## src/rtl/sgr_pkg.sv

```systemverilog
// Shared types and constants of the stream grouping router.
// Used by every module of the block; depends on nothing else.
package sgr_pkg;

  localparam logic [2:0] MODE_SHUFFLE = 3'd0;
  localparam logic [2:0] MODE_KEY     = 3'd1;
  localparam logic [2:0] MODE_BCAST   = 3'd2;
  localparam logic [2:0] MODE_MCAST   = 3'd3;
  localparam logic [2:0] MODE_POC     = 3'd4;

  localparam logic [1:0] CFG_MODE        = 2'd0;
  localparam logic [1:0] CFG_NUM_TARGETS = 2'd1;
  localparam logic [1:0] CFG_NUM_CHOICES = 2'd2;

  localparam logic [63:0] HASH_INIT = 64'd37;
  localparam logic [63:0] HASH_MUL  = 64'd54059;
  localparam logic signed [25:0] BYTE_MUL = 26'sd76963;

  localparam int DIV_BITS = 4;

  typedef struct packed {
    logic [63:0] hash;
    logic [2:0]  mode;
    logic [6:0]  num_targets;
    logic [4:0]  num_choices;
  } job_t;

endpackage

```

## src/rtl/stream_grouping_router_unit.sv

```systemverilog
// Stream grouping router top level: configuration registers, hashing
// front, job queue and routing back. Depends on sgr_pkg and all rtl modules.
//
// Key bytes are taken one per cycle while the job queue is not full; those
// flagged has_byte are folded into a 64-bit hash. A byte marked last ends
// the key and queues it for routing (two keys may wait). The shuffle, key,
// multicast and power-of-choices modes first run the remainder unit, then
// emit one route per cycle while the output is not stalled; broadcast does
// the same with no remainder pass; power of choices reads and then compares
// the load of each candidate, then writes the chosen load back. The front
// keeps taking key bytes while the back end works. Load counters start at
// zero after reset at once.
module stream_grouping_router_unit
  import sgr_pkg::*;
#(
  parameter int MAX_TARGETS = 64,
  parameter int MAX_CHOICES = 16,
  parameter int LOAD_WIDTH  = 32
) (
  input  logic       clk,
  input  logic       rst,
  input  logic       s_tvalid,
  output logic       s_tready,
  input  logic [7:0] s_tdata,   // key_byte[7:0]
  input  logic       s_tuser,   // has_byte
  input  logic       s_tlast,
  output logic       m_tvalid,
  input  logic       m_tready,
  output logic [7:0] m_tdata,   // route[5:0], zero[7:6]
  output logic       m_tlast,
  input  logic       cfg_valid,
  output logic       cfg_ready,
  input  logic [1:0] cfg_index,
  input  logic [6:0] cfg_data
);

  logic [2:0] mode;
  logic [6:0] num_targets;
  logic [4:0] num_choices;
  logic       push;
  job_t       push_job;
  logic       queue_full;
  logic       job_avail;
  logic       job_pop;
  job_t       job_head;
  logic [5:0] route;

  assign cfg_ready = 1'b1;

  always_ff @(posedge clk) begin
    if (rst) begin
      mode        <= MODE_KEY;
      num_targets <= 7'd1;
      num_choices <= 5'd2;
    end else if (cfg_valid && cfg_ready) begin
      unique case (cfg_index)
        CFG_MODE:        mode        <= cfg_data[2:0];
        CFG_NUM_TARGETS: num_targets <= cfg_data;
        CFG_NUM_CHOICES: num_choices <= cfg_data[4:0];
        default: ;
      endcase
    end
  end

  sgr_front u_front (
    .clk         (clk),
    .rst         (rst),
    .s_tvalid    (s_tvalid),
    .s_tready    (s_tready),
    .s_tdata     (s_tdata),
    .s_tuser     (s_tuser),
    .s_tlast     (s_tlast),
    .mode        (mode),
    .num_targets (num_targets),
    .num_choices (num_choices),
    .queue_full  (queue_full),
    .push        (push),
    .push_job    (push_job)
  );

  sgr_queue u_queue (
    .clk      (clk),
    .rst      (rst),
    .push     (push),
    .push_job (push_job),
    .full     (queue_full),
    .pop      (job_pop),
    .avail    (job_avail),
    .head     (job_head)
  );

  sgr_back #(
    .MAX_TARGETS (MAX_TARGETS),
    .MAX_CHOICES (MAX_CHOICES),
    .LOAD_WIDTH  (LOAD_WIDTH)
  ) u_back (
    .clk        (clk),
    .rst        (rst),
    .job_avail  (job_avail),
    .job_in     (job_head),
    .job_pop    (job_pop),
    .m_tvalid   (m_tvalid),
    .m_tready   (m_tready),
    .route      (route),
    .last_route (m_tlast)
  );

  assign m_tdata = {2'b00, route};

endmodule

```

## src/rtl/sgr_queue.sv

```systemverilog
// Two-entry job queue between the hashing front and the routing back.
// Depends on sgr_pkg for the job type.
module sgr_queue
  import sgr_pkg::*;
(
  input  logic clk,
  input  logic rst,
  input  logic push,
  input  job_t push_job,
  output logic full,
  input  logic pop,
  output logic avail,
  output job_t head
);

  job_t       mem [2];
  logic       wp;
  logic       rp;
  logic [1:0] count;

  assign full  = (count == 2'd2);
  assign avail = (count != 2'd0);
  assign head  = mem[rp];

  always_ff @(posedge clk) begin
    if (push) begin
      mem[wp] <= push_job;
    end
  end

  always_ff @(posedge clk) begin
    if (rst) begin
      wp    <= 1'b0;
      rp    <= 1'b0;
      count <= 2'd0;
    end else begin
      if (push) begin
        wp <= ~wp;
      end
      if (pop) begin
        rp <= ~rp;
      end
      if (push && !pop) begin
        count <= count + 2'd1;
      end else if (pop && !push) begin
        count <= count - 2'd1;
      end
    end
  end

endmodule

```

## src/rtl/sgr_front.sv

```systemverilog
// Front end: accepts key bytes, folds them into the running hash and
// queues one routing job per key. Depends on sgr_pkg.
module sgr_front
  import sgr_pkg::*;
(
  input  logic       clk,
  input  logic       rst,
  input  logic       s_tvalid,
  output logic       s_tready,
  input  logic [7:0] s_tdata,
  input  logic       s_tuser,
  input  logic       s_tlast,
  input  logic [2:0] mode,
  input  logic [6:0] num_targets,
  input  logic [4:0] num_choices,
  input  logic       queue_full,
  output logic       push,
  output job_t       push_job
);

  logic [63:0]        hash;
  logic [63:0]        folded;
  logic signed [25:0] byte_ext;
  logic signed [25:0] byte_prod;
  logic               accept;

  assign s_tready  = !queue_full;
  assign accept    = s_tvalid && s_tready;
  assign byte_ext  = {{18{s_tdata[7]}}, s_tdata};
  assign byte_prod = byte_ext * BYTE_MUL;

  always_comb begin
    folded = hash;
    if (s_tuser) begin
      folded = 64'(hash * HASH_MUL) ^ {{38{byte_prod[25]}}, byte_prod};
    end
  end

  assign push                 = accept && s_tlast;
  assign push_job.hash        = folded;
  assign push_job.mode        = mode;
  assign push_job.num_targets = num_targets;
  assign push_job.num_choices = num_choices;

  always_ff @(posedge clk) begin
    if (rst) begin
      hash <= HASH_INIT;
    end else if (accept) begin
      hash <= s_tlast ? HASH_INIT : folded;
    end
  end

endmodule

```

## src/rtl/sgr_mod.sv

```systemverilog
// Iterative remainder unit: 64-bit dividend modulo a divisor of 1 to 64,
// four dividend bits per cycle. Depends on sgr_pkg.
module sgr_mod
  import sgr_pkg::*;
(
  input  logic        clk,
  input  logic        rst,
  input  logic        start,
  input  logic [63:0] dividend,
  input  logic [6:0]  divisor,
  output logic        busy,
  output logic        done,
  output logic [5:0]  rem
);

  localparam int STEPS = 64 / DIV_BITS;

  logic [3:0]  cnt;
  logic [63:0] q;
  logic [6:0]  r;
  logic [6:0]  d;
  logic [6:0]  r_new;

  always_comb begin
    logic [6:0] t;
    r_new = r;
    for (int k = 0; k < DIV_BITS; k++) begin
      t = {r_new[5:0], q[63-k]};
      if (t >= d) begin
        t = t - d;
      end
      r_new = t;
    end
  end

  assign rem = r[5:0];

  always_ff @(posedge clk) begin
    if (start) begin
      q <= dividend;
      r <= 7'd0;
      d <= divisor;
    end else if (busy) begin
      q <= q << DIV_BITS;
      r <= r_new;
    end
  end

  always_ff @(posedge clk) begin
    if (rst) begin
      busy <= 1'b0;
      done <= 1'b0;
      cnt  <= 4'd0;
    end else begin
      done <= 1'b0;
      if (start) begin
        busy <= 1'b1;
        cnt  <= 4'd0;
      end else if (busy) begin
        cnt <= cnt + 4'd1;
        if (cnt == 4'(STEPS - 1)) begin
          busy <= 1'b0;
          done <= 1'b1;
        end
      end
    end
  end

endmodule

```

## src/rtl/sgr_back.sv

```systemverilog
// Back end: takes queued jobs, computes the routes with the remainder unit
// and the load memory, and drives the result stream. Depends on sgr_pkg, sgr_mod.
module sgr_back
  import sgr_pkg::*;
#(
  parameter int MAX_TARGETS = 64,
  parameter int MAX_CHOICES = 16,
  parameter int LOAD_WIDTH  = 32
) (
  input  logic       clk,
  input  logic       rst,
  input  logic       job_avail,
  input  job_t       job_in,
  output logic       job_pop,
  output logic       m_tvalid,
  input  logic       m_tready,
  output logic [5:0] route,
  output logic       last_route
);

  localparam int IDX_W = $clog2(MAX_TARGETS);
  localparam logic [LOAD_WIDTH-1:0] LOAD_CAP = '1;

  typedef enum logic [5:0] {
    S_IDLE  = 6'b000001,
    S_DIV   = 6'b000010,
    S_ROUTE = 6'b000100,
    S_RD    = 6'b001000,
    S_CMP   = 6'b010000,
    S_WR    = 6'b100000
  } state_t;

  state_t          state;
  logic [2:0]      mode;
  logic [6:0]      n;
  logic [6:0]      total;
  logic [6:0]      idx;
  logic [5:0]      cur;
  logic [63:0]     sum;
  logic [5:0]      rr;
  logic [5:0]      best;
  logic [LOAD_WIDTH-1:0] best_load;

  logic [LOAD_WIDTH-1:0] load_mem [MAX_TARGETS];
  logic [MAX_TARGETS-1:0] load_valid;
  logic [LOAD_WIDTH-1:0] rd_data;
  logic                  rd_valid;
  logic [LOAD_WIDTH-1:0] load;
  logic                  wr_en;

  logic [6:0]  n_eff;
  logic [4:0]  c_eff;
  logic        div_start;
  logic [63:0] div_dividend;
  logic        div_busy;
  logic        div_done;
  logic [5:0]  div_rem;
  logic        can_emit;
  logic        route_fire;
  logic [5:0]  cur_step;
  logic [63:0] sum_step;

  sgr_mod u_mod (
    .clk      (clk),
    .rst      (rst),
    .start    (div_start),
    .dividend (div_dividend),
    .divisor  (n_eff),
    .busy     (div_busy),
    .done     (div_done),
    .rem      (div_rem)
  );

  always_comb begin
    n_eff = job_in.num_targets;
    if (job_in.num_targets == 7'd0) begin
      n_eff = 7'd1;
    end else if (int'(job_in.num_targets) > MAX_TARGETS) begin
      n_eff = 7'(MAX_TARGETS);
    end
    c_eff = job_in.num_choices;
    if (job_in.num_choices == 5'd0) begin
      c_eff = 5'd1;
    end else if (int'(job_in.num_choices) > MAX_CHOICES) begin
      c_eff = 5'(MAX_CHOICES);
    end
  end

  assign job_pop   = (state == S_IDLE) && job_avail;
  assign div_start = job_pop && (job_in.mode == MODE_SHUFFLE || job_in.mode == MODE_KEY ||
                                 job_in.mode == MODE_MCAST || job_in.mode == MODE_POC);
  assign div_dividend = (job_in.mode == MODE_SHUFFLE) ? {57'd0, {1'b0, rr} + 7'd1}
                                                      : job_in.hash;
  assign can_emit   = !m_tvalid || m_tready;
  assign route_fire = (state == S_ROUTE) && can_emit;
  assign load       = rd_valid ? rd_data : '0;
  assign wr_en      = (state == S_WR) && (best_load != LOAD_CAP);
  assign sum_step   = sum + 64'd1;

  always_comb begin
    if (sum_step == 64'd0 || {1'b0, cur} + 7'd1 == n) begin
      cur_step = 6'd0;
    end else begin
      cur_step = cur + 6'd1;
    end
  end

  always_ff @(posedge clk) begin
    rd_data <= load_mem[cur[IDX_W-1:0]];
    if (wr_en) begin
      load_mem[best[IDX_W-1:0]] <= best_load + 1'b1;
    end
  end

  always_ff @(posedge clk) begin
    if (rst) begin
      load_valid <= '0;
      rd_valid   <= 1'b0;
    end else begin
      rd_valid <= load_valid[cur[IDX_W-1:0]];
      if (wr_en) begin
        load_valid[best[IDX_W-1:0]] <= 1'b1;
      end
    end
  end

  always_ff @(posedge clk) begin
    if (rst) begin
      state    <= S_IDLE;
      rr       <= 6'd0;
      m_tvalid <= 1'b0;
    end else begin
      if (m_tvalid && m_tready && !route_fire) begin
        m_tvalid <= 1'b0;
      end
      unique case (state)
        S_IDLE: begin
          if (job_pop) begin
            mode <= job_in.mode;
            n    <= n_eff;
            sum  <= job_in.hash;
            idx  <= 7'd0;
            cur  <= 6'd0;
            if (job_in.mode == MODE_BCAST) begin
              total <= n_eff;
              state <= S_ROUTE;
            end else if (div_start) begin
              total <= (job_in.mode == MODE_MCAST) ? {2'd0, c_eff} : 7'd1;
              if (job_in.mode == MODE_POC) begin
                best <= {1'b0, c_eff};
              end
              state <= S_DIV;
            end
          end
        end
        S_DIV: begin
          if (div_done) begin
            cur <= div_rem;
            if (mode == MODE_SHUFFLE) begin
              rr <= div_rem;
            end
            if (mode == MODE_POC) begin
              total <= {2'd0, best[4:0]};
              state <= S_RD;
            end else begin
              state <= S_ROUTE;
            end
          end
        end
        S_RD: begin
          state <= S_CMP;
        end
        S_CMP: begin
          if (idx == 7'd0 || load < best_load) begin
            best      <= cur;
            best_load <= load;
          end
          idx <= idx + 7'd1;
          if (idx + 7'd1 == total) begin
            state <= S_WR;
          end else begin
            cur   <= cur_step;
            sum   <= sum_step;
            state <= S_RD;
          end
        end
        S_WR: begin
          cur   <= best;
          idx   <= 7'd0;
          total <= 7'd1;
          state <= S_ROUTE;
        end
        S_ROUTE: begin
          if (can_emit) begin
            m_tvalid   <= 1'b1;
            route      <= cur;
            last_route <= (idx + 7'd1 == total);
            idx        <= idx + 7'd1;
            if (mode == MODE_BCAST) begin
              cur <= cur + 6'd1;
            end else begin
              cur <= cur_step;
              sum <= sum_step;
            end
            if (idx + 7'd1 == total) begin
              state <= S_IDLE;
            end
          end
        end
        default: begin
          state <= S_IDLE;
        end
      endcase
    end
  end

  a_cmp_after_rd: assert property (@(posedge clk) disable iff (rst)
    (state == S_CMP) |-> ($past(state) == S_RD))
    else $error("compare step without a preceding read");

  a_div_done_state: assert property (@(posedge clk) disable iff (rst)
    div_done |-> (state == S_DIV))
    else $error("remainder finished outside the wait state");

  a_div_busy: assert property (@(posedge clk) disable iff (rst)
    ((state == S_DIV) && !div_done) |-> div_busy)
    else $error("waiting on an idle remainder unit");

  a_wr_mode: assert property (@(posedge clk) disable iff (rst)
    (state == S_WR) |-> (mode == MODE_POC))
    else $error("load update outside power-of-choices mode");

endmodule
```

## config.mk

```make
export PLATFORM = sky130hd
export DESIGN_NAME = stream_grouping_router_unit
export DESIGN_NICKNAME = d
export VERILOG_FILES = /design/src/rtl/sgr_pkg.sv /design/src/rtl/stream_grouping_router_unit.sv /design/src/rtl/sgr_queue.sv /design/src/rtl/sgr_front.sv /design/src/rtl/sgr_mod.sv /design/src/rtl/sgr_back.sv
export SDC_FILE = /design/constraint.sdc
export NUM_CORES = 2
export LEC_CHECK = 0
export BUFFER_PORTS_ARGS = -buffer_cell sky130_fd_sc_hd__buf_2
export CAP_MARGIN = 20
export CORE_ASPECT_RATIO = 0.9
export CORE_MARGIN = 2
export CORE_UTILIZATION = 50
export CTS_BUF_LIST = sky130_fd_sc_hd__clkbuf_8 sky130_fd_sc_hd__clkbuf_16
export DETAILED_ROUTE_END_ITERATION = 12
export GPL_TIMING_DRIVEN = 0
export PLACE_DENSITY = 0.68
export SLEW_MARGIN = 30
export SYNTH_ARGS = -nofsm -noshare
export SYNTH_HDL_FRONTEND = slang
export SYNTH_SLANG_ARGS = --single-unit
```

## constraint.sdc

```tcl
create_clock -name clk -period 9.2 [get_ports clk]
set_input_delay 1.84 -clock clk [delete_from_list [all_inputs] [get_ports clk]]
set_output_delay 1.84 -clock clk [all_outputs]
set_load 0.01 [all_outputs]
```

; Word-level counts from Yosys, hierarchy flattened
; Memory sizes are Yosys's and may differ from the RTL's. A register that Yosys moved wholly into a read port is not among the register bits.
; Index checks and enable logic that the tools add are counted.
; W data, S select, Z words.
[word_totals]
ff_bits = 383
ram_bits = 2206
inputBits = 24
output_inout_bits = 12
elab_cells = 214
mem_count = 2
[mem_list]
columns = memory, depth, word_bits, rd, rd_clocked_by_memory_dff, wr, line_no
row1 = u_back.load_mem, 64, 32, 1, 1, 1, sgr_back.sv:44  ; logic [LOAD_WIDTH-1:0] load_mem [MAX_TARGETS];
row2 = u_queue.mem, 2, 79, 1, 1, 1, sgr_queue.sv:16  ; job_t mem [2];
[op_classes]
addsub = 13
mul = 2
order_cmp = 10
n_eq_ne = 31
muxes = 70
bitwise_logic = 6
reduce_logical = 52
[ops]
columns = operator, n
row1 = $mux W64, 9
row2 = $pmux W64 S3, 1
row3 = $mux W6, 22
row4 = $add A64 B1 Y64 const B, 1
row5 = $logic_not A64 Y1, 1
row6 = $mul A64 B16 Y64 const B, 1
row7 = $or A64 B64 Y64, 1
row8 = $xor A64 B64 Y64, 1
row9 = $mux W7, 9
row10 = $pmux W6 S6, 1
row11 = $add A32 B1 Y32 const B, 1
row12 = $lt A32 B32 Y1, 1
row13 = $mux W32, 1
row14 = $ne A32 B32 Y1 const B, 1
row15 = $pmux W6 S5, 1
row16 = $ge A7 B7 Y1, 4
row17 = $pmux W7 S4, 1
row18 = $mul A8 B18 Y26 const B, 1
row19 = $sub A6 B6 Y6, 4
row20 = $pmux W7 S3, 1
row21 = $reduce_and A6 Y1, 3
row22 = $mux W1, 15
row23 = $mux W5, 3
row24 = $add A6 B1 Y7 const B, 2
row25 = other kinds (49), 98

; Longest topological paths before layout
[logic_depth]
ltp_word = 9
depth_mapped = 37
depth_no_buf = 36

; Cells and area by module
; Synthesis repeated with hierarchy kept, for this count alone.
[hier_totals]
cells_unflattened = 7494
area_unflattened_um2 = 124983.6
[by_module_without_submodules]
columns = mod, n_inst, cells_each, area_per_inst_um2, seq_area_each_um2
row1 = sgr_back, 1, 4452, 91591.6, 67875.1
row2 = sgr_front, 1, 2328, 22042.4, 1281.2
row3 = sgr_queue, 1, 268, 5943.2, 4844.6
row4 = sgr_mod, 1, 378, 4729.5, 2372.3
row5 = stream_grouping_router_unit, 1, 68, 676.9, 300.3

; Least setup slack after synthesis
; Ideal clock, no wire load.
[synth_timing]
path_kind = input to register
start = input m_tready
end = register u_back.sum[0], enable pin
setup_time_ps = 644
arrival_ps = 8179
t_required_ps = 8556
slack_ps = 376
cell_stages = 3
path_buffers = 0
path_cell_list = nand2b_1 o21ai_0 nor4_1
[synth_between]
elab_chain_cells = 3
[synth_lines]
columns = item, line_no
row1 = "start, declared", stream_grouping_router_unit.sv:28  ; input logic m_tready,
row2 = $logic_or A1 B1 Y1, sgr_back.sv:94  ; assign can_emit = !m_tvalid || m_tready;
row3 = $ne A2 B1 Y1 (no source line), n/a
row4 = $reduce_and A6 Y1 (no source line), n/a
row5 = "end signal, assigned", sgr_back.sv:141  ; sum <= job_in.hash;
row6 = "end signal, assigned", sgr_back.sv:183  ; sum <= sum_step;
row7 = "end signal, assigned", sgr_back.sv:203  ; sum <= sum_step;
row8 = "end, declared", sgr_back.sv:39  ; logic [63:0] sum;
; Every way passes these cells.
; A chain may end at the register's enable or synchronous reset.

; Worst setup path after layout
[layout_timing]
start = register u_back.u_mod.d[1]
end = register u_back.u_mod.r[2]
[layout_between]
elab_chain_cells = 8
word_cells_on_any_way = 12
cone_classes = add/sub (4) / order compare (4) / mux (4)
[layout_lines]
columns = item, line_no
row1 = "start, declared", sgr_mod.sv:21  ; logic [6:0] d;
row2 = "start signal, assigned", sgr_mod.sv:42  ; d <= divisor;
row3 = $sub A6 B6 Y6 or $ge A7 B7 Y1 (tied branches), "sgr_mod.sv:30, sgr_mod.sv:29"
row4 = $mux W6, sgr_mod.sv:29  ; if (t >= d) begin
row5 = $sub A6 B6 Y6 or $ge A7 B7 Y1 (tied branches), "sgr_mod.sv:30, sgr_mod.sv:29"
row6 = $mux W6, sgr_mod.sv:29
row7 = $ge A7 B7 Y1 or $sub A6 B6 Y6 (tied branches), "sgr_mod.sv:29, sgr_mod.sv:30"
row8 = $mux W6, sgr_mod.sv:29
row9 = $sub A6 B6 Y6 or $ge A7 B7 Y1 (tied branches), "sgr_mod.sv:30, sgr_mod.sv:29"
row10 = $mux W6 *, sgr_mod.sv:29
row11 = "end signal, assigned", sgr_mod.sv:45  ; r <= r_new;
row12 = "end, declared", sgr_mod.sv:20  ; logic [6:0] r;
; Every way passes the cells marked *; elsewhere a longest branch is shown, timed or not.

==> impl_metrics.prom <==
# TYPE chip_impl_metric gauge
chip_impl_info{name="synth_top_family_by_area",value="multiplexers"} 1
chip_impl_metric{name="finalClockSkew",unit="ps"} 56.1
chip_impl_metric{name="clockBufferDepth",unit=""} 4
chip_impl_metric{name="synthXorXnorAreaFrac",unit="%"} 2.19
chip_impl_metric{name="vdd_ir_drop_max",unit="mV"} 0.527
chip_impl_metric{name="clock_sinks",unit=""} 2622
chip_impl_metric{name="die-height",unit="µm"} 476
chip_impl_metric{name="crit_cells",unit=""} 38
chip_impl_metric{name="r2r_setup_slack",unit="ps"} 740
chip_impl_metric{name="ant_nets",unit=""} 0
chip_impl_metric{name="timing.final.crit_share",unit="%"} 91.9
chip_impl_metric{name="start_util",unit="%"} 50.2
chip_impl_metric{name="cts_inserted_buffers",unit=""} 274
chip_impl_metric{name="wl",unit="mm"} 334
chip_impl_metric{name="clkSlewWorstSetupHoldPaths",unit="ps"} 60
chip_impl_metric{name="yosys.cell_types.count",unit=""} 97
chip_impl_info{name="crit_path_frequent_cell",value="o21ai_0"} 1
chip_impl_metric{name="drt-pass1-iter-count",unit=""} 8
chip_impl_metric{name="grt_util_all_layers",unit="%"} 26.8
chip_impl_metric{name="hold_viol_final",unit=""} 0
chip_impl_metric{name="area_growth_syn_to_layout",unit="%"} 15.3
chip_impl_metric{name="globalRouteOverflowTotal",unit=""} 0
chip_impl_metric{name="synth.yosys.seq_area_share",unit="%"} 62.0
chip_impl_metric{name="reg2reg_depth",unit=""} 38
chip_impl_info{name="cts_root_buffer",value="clkbuf_16"} 1
chip_impl_metric{name="filler_cell_count",unit=""} 18109
chip_impl_info{name="timing.critical_path.max_delay_family",value="compound AO/OA/AOI/OAI gates"} 1
chip_impl_metric{name="detailroute.via_count",unit=""} 69591
chip_impl_metric{name="num-nets-final",unit=""} 8751
chip_impl_metric{name="period_needed",unit="ps"} 8460
chip_impl_metric{name="p_comb_share",unit="%"} 50.5
chip_impl_metric{name="critPathArrivalTime",unit="ps"} 9230
chip_impl_metric{name="port_buffers",unit=""} 30
chip_impl_metric{name="yosys_warnings",unit=""} 0
chip_impl_metric{name="syn_area_per_cell",unit="µm²"} 16.9
chip_impl_metric{name="setup-violations-final",unit=""} 0
chip_impl_metric{name="fp.dieArea",unit="mm²"} 0.251
chip_impl_metric{name="syn-instance-count",unit=""} 7311
chip_impl_metric{name="power.sequential.fraction",unit="%"} 28.7
chip_impl_metric{name="min_delay_path_depth",unit=""} 0
chip_impl_metric{name="first_pass_grt_wire_length",unit="mm"} 487
chip_impl_metric{name="number_of_levels_the_h_tree_was_split_into",unit=""} 5
chip_impl_info{name="worstReg2RegStart",value="u_back.u_mod.d[1]$_DFFE_PP_"} 1
chip_impl_info{name="tritoncts",value="built"} 1
chip_impl_metric{name="mappedNetlistArea",unit="mm²"} 0.124
chip_impl_metric{name="finalWorstSetupSlack",unit="ps"} 744
chip_impl_info{name="critical_path_class",value="reg -> reg"} 1
chip_impl_metric{name="floorplan_core_area",unit="mm²"} 0.246
chip_impl_info{name="endpoint_kind_of_the_worst_setup_timing_path",value="register"} 1
chip_impl_metric{name="int_power",unit="W"} 0.0312
chip_impl_metric{name="post-route-drc-count",unit=""} 0
chip_impl_metric{name="power",unit="W"} 0.0521
chip_impl_metric{name="power_frac_clock",unit="%"} 20.8
chip_impl_info{name="min-delay-path-class",value="reg -> reg"} 1
chip_impl_metric{name="leakage",unit="nW"} 49.9
chip_impl_metric{name="measured_slew_at_the_worst_slew_check_pin",unit="ps"} 1080
chip_impl_info{name="grt_setup_unrepaired",value="no"} 1
chip_impl_metric{name="drive_gt1_share",unit="%"} 20.7
chip_impl_metric{name="rows",unit=""} 173
chip_impl_metric{name="grt_max_degree",unit=""} 65
chip_impl_metric{name="dp_hpwl",unit="mm"} 242
chip_impl_metric{name="boundaryPins",unit=""} 36
chip_impl_metric{name="initial_antenna_violation_count",unit=""} 25
chip_impl_metric{name="synthArstFlopShare",unit="%"} 0
chip_impl_metric{name="via_per_inst",unit=""} 6.14
chip_impl_info{name="cp_slowest_cell",value="edfxtp_1"} 1
chip_impl_metric{name="multiplexer_share_of_the_synthesized_area",unit="%"} 14.0
chip_impl_info{name="synth_top_flop_cell",value="edfxtp_1"} 1
chip_impl_info{name="startpoint_of_the_worst_hold_path",value="num_targets[2]$_SDFFE_PP0P_"} 1
chip_impl_metric{name="gpl.final_weighted_congestion",unit=""} 0.907
chip_impl_info{name="outcome",value="completed"} 1
chip_impl_metric{name="critical_path_required",unit="ps"} 9980
chip_impl_metric{name="synth_simple_gate_area_share",unit="%"} 3.84
chip_impl_metric{name="first_global_vias",unit=""} 70740
chip_impl_metric{name="max_cap_viol_count",unit=""} 0
chip_impl_metric{name="critical_path_buf_inv_count",unit=""} 3
chip_impl_metric{name="critPathMaxFanout",unit=""} 7
chip_impl_metric{name="p_per_area",unit="mW/mm²"} 366
chip_impl_metric{name="route.detailed.wl_per_inst",unit="µm"} 29.5
chip_impl_info{name="regToRegEndpoint",value="u_back.u_mod.r[2]$_SDFFE_PP0P_"} 1
chip_impl_metric{name="achievable-frequency",unit="MHz"} 118
chip_impl_metric{name="netSwitchingFraction",unit="%"} 40.2
chip_impl_metric{name="final_core_util",unit="%"} 57.8
chip_impl_info{name="timing.hold.worst_endpoint",value="u_queue.mem[0][7]$_DFFE_PP_"} 1
chip_impl_metric{name="critical-path-max-stage-delay",unit="ps"} 440
chip_impl_metric{name="pre_cts_slack",unit="ps"} -452
chip_impl_metric{name="max-slew-margin-rel",unit="%"} 27.9
chip_impl_metric{name="postSynthRegisterBits",unit=""} 2622
chip_impl_metric{name="maxSlewViolCount",unit=""} 0
chip_impl_metric{name="switching_power",unit="W"} 0.0209
chip_impl_metric{name="synth-edff-count",unit=""} 2416
chip_impl_info{name="critPathLaunchType",value="register"} 1
chip_impl_metric{name="clk_latency",unit="ps"} 950
chip_impl_metric{name="synthAdderAreaFrac",unit="%"} 10.8
chip_impl_metric{name="drt_iter0_markers",unit=""} 8358
chip_impl_metric{name="synth_compound_area_share",unit="%"} 3.96
chip_impl_metric{name="fp.dieW",unit="µm"} 528
chip_impl_metric{name="worst_hold_slack_across_all_endpoints",unit="ps"} 452
## placed cells by master (no fill, tap or decap), drive strengths merged, types with 41 or more instances in the layout
cell type,count
a21oi,148
a22o,41
and2,58
and3,48
buf,367
clkbuf,535
clkinv,83
dfxtp,206
edfxtp,2416
fa,393
ha,442
inv,755
mux2,55
mux2i,110
mux4,693
nand2,275
nand3,80
nand4,47
nor2,269
nor3,58
o21a,76
o21ai,140
o31ai,83
xnor2,207
xor2,68
## cells in the mapped netlist (all sizes together) (22+ instances only)
cell type / instances / area, µm²
edfxtp: 2416 / 72500
inv: 699 / 2620
mux4: 693 / 15600
ha: 442 / 5530
fa: 393 / 7870
nand2: 275 / 1030
nor2: 269 / 1020
clkbuf: 228 / 857
xnor2: 207 / 1830
dfxtp: 206 / 4120
a21oi: 148 / 741
o21ai: 140 / 701
mux2i: 110 / 1100
o31ai: 83 / 642
nand3: 80 / 405
o21a: 76 / 571
buf: 74 / 345
xor2: 68 / 596
and2: 58 / 365
nor3: 58 / 295
mux2: 55 / 623
and3: 48 / 300
nand4: 47 / 300
a22o: 41 / 359
a21o: 40 / 300
a31oi: 29 / 181
nor4: 27 / 184
nor2b: 26 / 163
a22oi: 25 / 188
nand2b: 22 / 138
## power groups by stage
stage	Combinational [W]	Clock [W]	Sequential, W
after floorplan	0.0182	0	0.0149
after detailed placement	0.0257	0	0.0152
after CTS	0.0260	0.0109	0.0150
final	0.0263	0.0108	0.0150
after global placement	0.0253	0	0.0152
after global routing	0.0288	0.0114	0.0150
## through the flow
step           setup TNS [ps]  instances  cell area, µm²
6_report                    0      11327          142000
3_5_place_dp            -1730      10849          134000
4_1_cts                     0      11318          142000
5_1_grt                     0      11323          142000
2_1_floorplan               0       7312          124000
3_3_place_gp          -245620      10579          128000
## metal layers
layer  routed length (µm)  vias up  track usage (%)
met4                14100        8             10.6
met2               159000     3701             43.2
met1               131000    36068             36.7
li1                     -    29182                -
met5                   52        -                0
met3                28900      632             4.43
## logic make-up after synthesis
| logic type | after synthesis |
|---|---|
| mux | 858 |
| simple gates | 980 |
| other cells | 2 |
| compound gates | 725 |
| flops | 2622 |
| xor+xnor | 287 |
| fa+ha+maj | 835 |
| buf+inv | 1002 |
## area by class of cell
type | instances | area (µm²) | area share, %
repair buffers | 304 | 5160 | 3.62
plain buffers | 302 | 1320 | 0.926
flip-flops and latches | 2622 | 76700 | 53.8
diodes | 5 | 12.5 | 0.00878
clock buffers | 296 | 7290 | 5.12
well taps | 3237 | 4050 | 2.84
clock inverters | 173 | 1390 | 0.976
inverters | 700 | 2630 | 1.85
multi-input cells | 3688 | 43900 | 30.8
## worst max-delay path by stage
stage | start | endpoint
2_1_floorplan | m_tready | u_back.sum[0]$_DFFE_PP_
3_3_place_gp | u_back.state[1]$_SDFFE_PP0P_ | u_back.sum[41]$_DFFE_PP_
3_5_place_dp | u_back.u_mod.d[1]$_DFFE_PP_ | u_back.u_mod.r[2]$_SDFFE_PP0P_
4_1_cts | u_back.u_mod.d[1]$_DFFE_PP_ | u_back.u_mod.r[2]$_SDFFE_PP0P_
5_1_grt | u_back.u_mod.d[1]$_DFFE_PP_ | u_back.u_mod.r[2]$_SDFFE_PP0P_
6_report | u_back.u_mod.d[1]$_DFFE_PP_ | u_back.u_mod.r[2]$_SDFFE_PP0P_
## repair_timing
item | 4_1_cts | 5_1_grt
endpoints found under the setup margin | 6 | 6
resized for setup | 3 | 8
setup buffers | 0 | 4
hold buffers | 0 | 0
pin swaps | 0 | 1
cloned | 0 | 0
## registers in the layout, indices dropped and copies added (netlist names), 7 cells and up, named ones only
name,cells
num_targets,7
u_back.best_load,32
u_back.idx,7
u_back.load_mem,2048
u_back.load_valid,64
u_back.n,7
u_back.rd_data,32
u_back.sum,64
u_back.total,7
u_back.u_mod.d,7
u_back.u_mod.q,64
u_front.hash,64
u_queue.mem,158
## worst reg2reg max path: cells and delay by family (launching register included)
kind                       cells  cell delay (ps)
and+or+nand+nor               10             1630
adders and majority gates      4             1230
DFF                            1              440
AOI/OAI and AO/OA             20             4220
muxes                          1              320
buffers and inverters          3              510
(Power assumes the default switching activity.)
